===== config.mk =====
export PLATFORM = sky130hd
export DESIGN_NAME = lif_div
export DESIGN_NICKNAME = d
export VERILOG_FILES = /design/src/rtl/lif_pkg.sv /design/src/rtl/lif_div.sv
export SDC_FILE = /design/constraint.sdc
export NUM_CORES = 1
export LEC_CHECK = 0
export ABC_AREA = 1
export BUFFER_PORTS_ARGS = -buffer_cell sky130_fd_sc_hd__buf_4
export CAP_MARGIN = 30
export CORE_MARGIN = 2
export CORE_UTILIZATION = 54
export CTS_CLUSTER_DIAMETER = 100
export CTS_CLUSTER_SIZE = 20
export DETAILED_ROUTE_END_ITERATION = 16
export HOLD_SLACK_MARGIN = 0.05
export PLACE_DENSITY = 0.79
export SKIP_CTS_REPAIR_TIMING = 1
export SYNTH_ARGS = -nofsm -noshare
export SYNTH_HDL_FRONTEND = slang
export SYNTH_SLANG_ARGS = --single-unit

===== constraint.sdc =====
create_clock -name clk -period 3.55 [get_ports clk]
set_input_delay 0 -clock clk [delete_from_list [all_inputs] [get_ports clk]]
set_output_delay 0 -clock clk [all_outputs]
set_load 0.005 [all_outputs]

===== src/rtl/lif_pkg.sv =====
`default_nettype none
package lif_pkg;
  localparam int NRecep = 2;
  localparam int RegIdxW = 3;

  localparam logic [RegIdxW-1:0] REG_THRESH  = 3'd0;
  localparam logic [RegIdxW-1:0] REG_RESETV  = 3'd1;
  localparam logic [RegIdxW-1:0] REG_REFR    = 3'd2;
  localparam logic [RegIdxW-1:0] REG_DECAY   = 3'd3;
  localparam logic [RegIdxW-1:0] REG_GAIN    = 3'd4;
  localparam logic [RegIdxW-1:0] REG_REST    = 3'd5;
  localparam logic [RegIdxW-1:0] REG_COEFF0  = 3'd6;
  localparam logic [RegIdxW-1:0] REG_COEFF1  = 3'd7;

  // Multiply request to the shared unit: signed 33-bit operand times unsigned 25-bit
  // coefficient, shifted right with round-half-up by 16 or 24.
  typedef struct packed {
    logic signed [32:0] a;
    logic [24:0]        b;
    logic               shift24;
  } mul_req_t;

  // Divider control.
  typedef struct packed {
    logic        start;
    logic [32:0] num;
    logic [32:0] den;
  } div_req_t;

  function automatic logic signed [31:0] sat32(input logic signed [63:0] x);
    if (x > 64'sd2147483647) return 32'sh7fffffff;
    if (x < -64'sd2147483648) return 32'sh80000000;
    return x[31:0];
  endfunction
endpackage
`default_nettype wire


===== src/rtl/lif_div.sv =====
`default_nettype none
module lif_div (
  input  wire logic              clk,
  input  wire logic              rst,
  input  wire lif_pkg::div_req_t req,
  output logic                   busy,
  output logic [15:0]            quot
);
  import lif_pkg::*;

  // Restoring divider, one quotient bit per cycle; only 17 bits matter
  // since the result is capped at 65535.
  logic [33:0] rem;
  logic [32:0] den;
  logic [16:0] q;
  logic [4:0]  cnt;
  logic [33:0] shifted;
  logic [33:0] trial;

  // The first step compares the numerator itself, so its bit carries the
  // integer part; the remaining 16 steps give the fraction bits.
  always_comb begin
    shifted = (cnt == 5'd17) ? rem : {rem[32:0], 1'b0};
    trial = shifted - {1'b0, den};
  end

  always_ff @(posedge clk) begin
    if (rst) begin
      busy <= 1'b0;
      cnt  <= '0;
    end else if (req.start) begin
      busy <= 1'b1;
      cnt  <= 5'd17;
    end else if (busy) begin
      cnt <= cnt - 5'd1;
      if (cnt == 5'd1) busy <= 1'b0;
    end
  end

  always_ff @(posedge clk) begin
    if (req.start) begin
      // Both operands are positive here. When the numerator is not below
      // the denominator, the integer bit is set and the result is capped.
      rem <= {1'b0, req.num};
      den <= req.den;
      q   <= '0;
    end else if (busy) begin
      if (!trial[33]) begin
        rem <= trial;
        q   <= {q[15:0], 1'b1};
      end else begin
        rem <= shifted;
        q   <= {q[15:0], 1'b0};
      end
    end
  end

  assign quot = q[16] ? 16'hffff : q[15:0];
endmodule
`default_nettype wire


==> metrics.md <==
| Metric | Value |
|---|---|
| Skew final | `0.01195 ns` |
| Pwr Density | `690.4 nW/um^2` |
| Max_cap viols | `0` |
| Post-synth EDFFs | `66` |
| Min-Delay Path Class | `input pin to register` |
| Crit path max fanout | `8` |
| Min Tclk post-route | `approximately 3.6 ns` |
| Part of the Yosys area used for sequential elements | `35.74%` |
| Most frequent cells in the layout | `346 x nand2_1, 186 x inv_1, 115 x buf_4` |
| Period utilization | `102.0%` |
| DP Area | `around 7700 um^2` |
| Most used DFF post-synth | `edfxtp_1` |
| Worst Hold Slack | `-0.003992 ns` |
| F_max | `0.2763 GHz` |
| Clock root buffer | `clkbuf_16` |
| Largest net degree at the start of global routing | `73` |
| Synthesis Warnings | `0` |
| Final GP Congestion | `0.9896` |
| Starting Density | `55.04%` |
| Final core utilization | `between 70 and 80%` |
| Synthesized area | `6889 um^2` |
| Violated checks | `hold timing, setup timing` |
| CP arrival | `between 3 and 4 ns` |
| Clock latency at the later pin of the worst-skew pair | `between 0.3 and 0.4 ns` |
| Dpl cells | `1279` |
| Fin area | `between 9000 and 10000 um^2` |
| Pins Over Slew Limit | `0` |
| GRT Total Usage | `26.86%` |
| Status | `finished with violations` |
| Core box area | `12520 um^2` |
| RSZ-0062 raised after global routing | `true` |
| Layout area overhead | `40.14%` |
| # nets final | `1327` |
| DR pass1 iterations | `6` |
| CP Data Required Time | `3.63 ns` |
| Most common cell after layout, fill and taps aside | `nand2_1` |
| CP endpoint kind | `register` |
| CP startpoint kind | `register` |
| Worst slew pin tran | `around 1.0 ns` |
| Crit path kind | `register to register` |
| Via count of the first global-routing pass | `about 6200` |
| Mapped Avg Cell Area | `between 6 and 7 um^2` |
| Worst slew margin relative to its limit | `around a third` |
| Buffers on Ports | `85` |
| Post-synth ARST share | `0%` |
| Post-DRT Antenna Nets | `0` |
| Detailed-route via count | `approximately 7500` |
| Synth Register Bits | `90` |
| Final setup violation count | `14` |
| Share of cells above drive strength 1 | `between 20% and 30%` |
| TritonCTS clock tree | `built` |
| I/O Pins | `86` |
| H-tree depth | `3` |
| Die Y | `117.0 um` |
| Unique masters post-synth | `44` |
| CTS Sinks | `90` |
| Dpl hpwl | `13410 um` |
| Post-Syn Instances | `slightly above 1000` |
| Syn_nets | `1143` |
| FF-to-FF setup slack | `-0.07 ns` |
| Clk slew on worst S/H paths | `approximately 0.07 ns` |
| Final std cells w/o fill | `1398` |
| Std-Cell Rows | `41` |
| Ant. Diodes | `0` |
| Max IR drop VDD | `0.3854 mV` |
| Avg WL per Cell | `16.42 um` |
| Starting DRC count in detailed routing | `789` |
| DR vias/cell | `about 5.4` |
| Final Hold Fails | `1` |
| Leakage | `around 5 nW` |
| Wirelength, routed | `about 23000 um` |
| Initial antenna violation count | `0` |
| Die area | `13680 um^2` |
| Fill count | `870` |
| Die width | `117.0 um` |
| Final setup margin | `-0.06956 ns` |
| TritonCTS buffer count | `9` |
| DRC Markers | `0` |
| Clock Path Buffers | `2` |
| Remaining global-route overflow | `0` |
| First-pass GRT wire length | `about 29000 um` |
-- worst paths after layout --
check | from | end | cells after the start
max | cnt[1] | rem[4] | 22
min | req[34] | rem[1] | 3
max reg2reg | cnt[1] | rem[4] | 22
min reg2reg | q[1] | q[2] | 2
-- layout make-up --
class | count | area [um^2] | share of cell area [%]
flip-flops and latches | 90 | 2465 | 25.53
multi-input cells | 726 | 4079 | 42.25
clock inverters | 6 | 46.29 | 0.4795
clock buffers | 10 | 239.0 | 2.475
repair buffers | 198 | 1832 | 18.97
well taps | 172 | 215.2 | 2.229
inverters | 194 | 745.7 | 7.724
repair inverters | 2 | 32.53 | 0.3370
-- through the flow --
stage | hold slack, ns | setup TNS, ns | power (mW) | setup WS, ns
3_3_place_gp | 0.1779 | 0 | 4.394 | 0.05680
3_5_place_dp | 0.1792 | -0.2864 | 4.443 | -0.08761
6_report | -0.003992 | -0.3295 | 6.666 | -0.06956
4_1_cts | -0.1947 | -0.6238 | 5.401 | -0.1112
2_1_floorplan | 0.09887 | 0 | 3.651 | 0.2383
5_1_grt | 0.04924 | -4.122 | 7.037 | -0.1732
-- power by group --
group / internal (mW) / switching [mW]
Clock: 0.502 / 0.446
Sequential: 1.38 / 0.104
Combinational: 1.74 / 2.49
-- synth_stat cells (6+ instances only) --
master	n	area share (%)
edfxtp_1	66	29
ha_1	36	6.5
o21ai_2	9	1.1
nand3_1	53	3.9
o21ai_0	42	3.1
clkbuf_1	15	0.82
xor2_1	6	0.76
xnor2_1	8	1.0
nor2_1	86	4.7
or2_2	16	1.5
nand2_2	8	0.73
dfxtp_1	24	7.0
a21oi_1	25	1.8
nand2_1	375	20
o21ai_1	22	1.6
inv_1	192	10
-- flip-flops by register name, indices dropped and copies added (netlist names) --
name  cells
rem      34
q        17
cnt       5
busy      1
den      33
-- worst max-delay path: stages (launching register included) --
cell,delay [ns]
dfxtp_2,0.32
inv_2,0.07
ha_4,0.15
nand3_4,0.19
buf_12,0.21
clkbuf_16,0.17
nand2_1,0.07
o21ai_2,0.08
ha_4,0.25
nand2_2,0.11
inv_1,0.05
nand2_1,0.07
nand2_1,0.09
inv_1,0.11
nand2_1,0.08
inv_1,0.09
nand2_2,0.07
nand3_2,0.06
nand4_1,0.14
ha_4,0.37
clkbuf_16,0.20
o21ai_0,0.26
o21ai_1,0.10
-- cell families after synthesis --
kind of cell / count (synthesis) / synth area share [%]
fa+ha+maj: 37 / 6.829
buf+inv: 221 / 12.73
compound gates: 110 / 8.918
xor+xnor: 14 / 1.780
simple gates: 565 / 34.00
flops: 90 / 35.74
-- routing by layer --
metal | track usage (%) | wire [um] | share of wire, %
met1 | 37.10 | 8962 | 39
met2 | 41.89 | 10540 | 46
met3 | 5.819 | 2416 | 11
met4 | 9.333 | 1036 | 4.5
met5 | 0 | 0 | 0
No activity file was read; power rests on OpenSTA's default activity.
